`config.mk`:
```
export PLATFORM = sky130hd
export DESIGN_NAME = bhe_fifo
export DESIGN_NICKNAME = d
export VERILOG_FILES = /design/src/rtl/bhe_fifo.sv
export SDC_FILE = /design/constraint.sdc
export NUM_CORES = 1
export LEC_CHECK = 0
export BUFFER_PORTS_ARGS = -buffer_cell sky130_fd_sc_hd__buf_4
export CAP_MARGIN = 20
export CORE_MARGIN = 3
export CORE_UTILIZATION = 50
export CTS_CLUSTER_SIZE = 8
export DETAILED_ROUTE_END_ITERATION = 10
export PLACE_DENSITY_LB_ADDON = 0.12
export RECOVER_POWER = 50
export REMOVE_ABC_BUFFERS = 1
export SYNTH_ARGS = -nofsm -noshare
export SYNTH_HDL_FRONTEND = slang
export SYNTH_SLANG_ARGS = --single-unit
export TNS_END_PERCENT = 10
```
`constraint.sdc`:
```
create_clock -name clk_i -period 4.7 [get_ports clk_i]
set_input_delay 0.235 -clock clk_i [delete_from_list [all_inputs] [get_ports clk_i]]
set_output_delay 0.235 -clock clk_i [all_outputs]
set_load 0.02 [all_outputs]
```
`src/rtl/bhe_fifo.sv`:
```
// bhe_fifo: small first-word-fall-through queue of flip-flops
// used for the command queue and the result queue; no dependencies
`default_nettype none
module bhe_fifo #(
  parameter int WIDTH = 8,
  parameter int DEPTH = 4
) (
  input  wire logic             clk_i,
  input  wire logic             rst_ni,
  input  wire logic             push_i,
  input  wire logic [WIDTH-1:0] data_i,
  output logic                  full_o,
  input  wire logic             pop_i,
  output logic                  empty_o,
  output logic [WIDTH-1:0]      data_o
);

  localparam int PtrW = (DEPTH > 1) ? $clog2(DEPTH) : 1;
  localparam int CntW = $clog2(DEPTH + 1);

  logic [WIDTH-1:0] mem_q [DEPTH];
  logic [PtrW-1:0]  wptr_q, rptr_q;
  logic [CntW-1:0]  cnt_q;
  logic             do_push, do_pop;

  assign full_o  = (cnt_q == CntW'(DEPTH));
  assign empty_o = (cnt_q == '0);
  assign do_push = push_i && !full_o;
  assign do_pop  = pop_i && !empty_o;
  assign data_o  = mem_q[rptr_q];

  always_ff @(posedge clk_i or negedge rst_ni) begin
    if (!rst_ni) begin
      wptr_q <= '0;
      rptr_q <= '0;
      cnt_q  <= '0;
    end else begin
      if (do_push) begin
        wptr_q <= (wptr_q == PtrW'(DEPTH - 1)) ? '0 : wptr_q + 1'b1;
      end
      if (do_pop) begin
        rptr_q <= (rptr_q == PtrW'(DEPTH - 1)) ? '0 : rptr_q + 1'b1;
      end
      if (do_push && !do_pop) begin
        cnt_q <= cnt_q + 1'b1;
      end else if (do_pop && !do_push) begin
        cnt_q <= cnt_q - 1'b1;
      end
    end
  end

  always_ff @(posedge clk_i) begin
    if (do_push) begin
      mem_q[wptr_q] <= data_i;
    end
  end

endmodule
`default_nettype wire

```
==> impl_metrics.tcl <==
set metrics [dict create \
    status "complete, no violations" \
    slowest_delay_ns 0.42 \
    drc 0 \
    overflow 0 \
    max_freq_ghz 0.4646 \
    slew_viol_final 0 \
    fin_crit_sh 0.4580 \
    min_path_type "input port to flop" \
    p_int_mw 0.7962 \
    pin_count 22 \
    p_clk_frac 0.178 \
    power_frac_comb 0.354 \
    drtIter0Drc 20 \
    cts_buffers 5 \
    switching_power_mw 0.3703 \
    peakVddDrop_mv 0.3033 \
    hold_viol 0 \
    netlist_instances 79 \
    use_met2 0.2174 \
    final_cell_mix "32 x edfxtp_1, 12 x buf_4, 9 x clkbuf_1" \
    clock_sinks 39 \
    required_ns 4.95 \
    place_area_sq_um 1822 \
    synth.area.top_cells "edfxtp_1 59%, mux4_2 11%, dfrtp_1 11%" \
    hpwl_microns 1592 \
    start_util 0.5256 \
    dieHeight_microns 62.88 \
    dr_total_vias 743 \
    sw_frac_of_total 0.3174 \
    synthDistinctLibCells 19 \
    rsz0062_at_grt "false" \
    crit_path_start_kind "flop" \
    layout_setup_ws_ns 2.547 \
    finalClockSkew_ns 0.01218 \
    gp_congestion 0.6987 \
    power_frac_seq 0.468 \
    coreArea_sq_um 3078 \
    path_clk_slew_ns 0.11 \
    setup_tns_ns 0 \
    crit_top_cell "xor2_1" \
    die_w_microns 62.88 \
    cpMaxStageDelayCell "dfrtp_1" \
    synth_ff_type "edfxtp_1" \
    drtAntennaViolNets 0 \
    met1_usage 0.1613 \
    fin_nets 125 \
    first_pass_iters 2 \
    ys_seq_area_frac 0.7022 \
    portBuffers 21 \
    crit_chain "nor3b_1, nor2b_1, ha_1, inv_1, fa_1, xor2_1, nor2_1, xor2_1" \
    clockRootBuffer "clkbuf_4" \
    cts.path.max_buffers 2 \
    insertion_delay_ns 0.33 \
    ys_warn_count 0 \
    slew_headroom 0.4215 \
    power.density_nw_per_um2 631.2 \
    critical-path-top-delay-family "simple AND/OR/NAND/NOR gates" \
    antenna_found_initial 0 \
    worst-path-buf-inv 1 \
    first_global_vias 812 \
    drv_cap 0 \
    period_minus_slack_ns 2.153 \
    routed_wl_microns 2300 \
    yosysTopAreaCellShare 0.5940 \
    die-area_sq_um 3954 \
    syn_area_sq_um 1618 \
    area_growth_pct 14.23 \
    syn-mean-instance-area_sq_um 20.48 \
    finalSetupViolCount 0 \
    gr-usage-all-layers 0.1354 \
    grt_pass1_wl_microns 3822 \
    p_leak_nw 0.6779 \
    cts_tree "built" \
    drive_gt1_frac 0.2897 \
    yosys_register_bits 39 \
    worstPathArrival_ns 2.41 \
    synth_edf_count 32 \
    grtUsageMet3 0.05935 \
    yosys.area.top_type "edfxtp_1" \
    synthArstFlopShare 0.1795 \
    instances_no_fill 151 \
    layout_commonest_cell "edfxtp_1" \
    top_usage_layer "met2" \
    endpoint_kind "flop" \
    final_area_sq_um 1848 \
    rows 20 \
    viasPerCell 4.921 \
    worst-setup-path-type "flop to flop" \
    cts_max_level 2 \
    grt_max_degree 13 \
    n_antenna_cell 0 \
    tightest_slew_ns 0.8646 \
    dp_slack_ns 2.657 \
    worstPathMaxFanout 6 \
    detail_route.wl_per_cell_microns 15.23 \
    dp.cells 142 \
]
## power by group through the flow
stage	sequential (mW)	combinational, mW	clock [mW]
2_1_floorplan	0.537	0.314	0
3_3_place_gp	0.557	0.434	0
3_5_place_dp	0.561	0.444	0
4_1_cts	0.554	0.446	0.214
5_1_grt	0.561	0.456	0.232
6_report	0.546	0.414	0.207
## kinds of logic after synthesis
logic type	synth area share
fa+ha+maj	0.05878
simple gates	0.05490
mux	0.1555
flops	0.7022
buf+inv	0.01237
xor+xnor	0.01624
## per-stage QoR
stage | total power [mW] | hold WS, ns | util
2_1_floorplan | 0.8515 | -0.06059 | -
5_1_grt | 1.249 | 0.1277 | 0.6004
3_5_place_dp | 1.004 | 0.05657 | 0.5919
4_1_cts | 1.213 | 0.08096 | 0.6199
6_report | 1.167 | 0.1536 | 0.6004
3_3_place_gp | 0.9914 | 0.05289 | 0.5919
## layout make-up
type / count / area (sq um)
Fill cell: 257 / 1230
Sequential cell: 39 / 1136
Multi-Input combinational cell: 35 / 435.4
Timing Repair Buffer: 22 / 133.9
Tap cell: 44 / 55.05
Clock inverter: 3 / 38.79
Clock buffer: 5 / 37.54
Inverter: 3 / 11.26
## worst paths after layout
path	from	depth (start not counted)	slack (ns)	end
worst min register to register	cnt_q[2]	1	0.51	cnt_q[2]
worst min-delay path	data_i[0]	1	0.15	mem_q[1][0]
max in group asynchronous	rst_ni	2	4.08	cnt_q[2]
min in group asynchronous	rst_ni	2	0.32	rptr_q[0]
worst max register to register	cnt_q[2]	8	2.55	cnt_q[2]
worst max-delay path	cnt_q[2]	8	2.55	cnt_q[2]
## synth_stat cells, types with 2 or more instances
library cell  number
and2_1             3
dfrtp_1            7
nor2_1             4
xor2_1             2
edfxtp_1          32
mux4_2             8
ha_1               6
inv_1              3
mux2_4             4
## per-layer routing
metal,wire length (microns),vias to the layer above
li1,-,357
met1,995,367
met2,1169,17
met3,116,2
met4,18,0
met5,0,-
## state kept, by name (all words and copies together) (netlist names)
register and flops:
wptr_q 2, cnt_q 3, mem_q 32, rptr_q 2
## repair_timing
item / CTS / global route
buffers inserted: 0 / 0
hold buffers: 1 / 0
endpoints found under the hold margin: 7 / 0
gates resized for setup: 0 / 0
(Power assumes the default switching activity.)
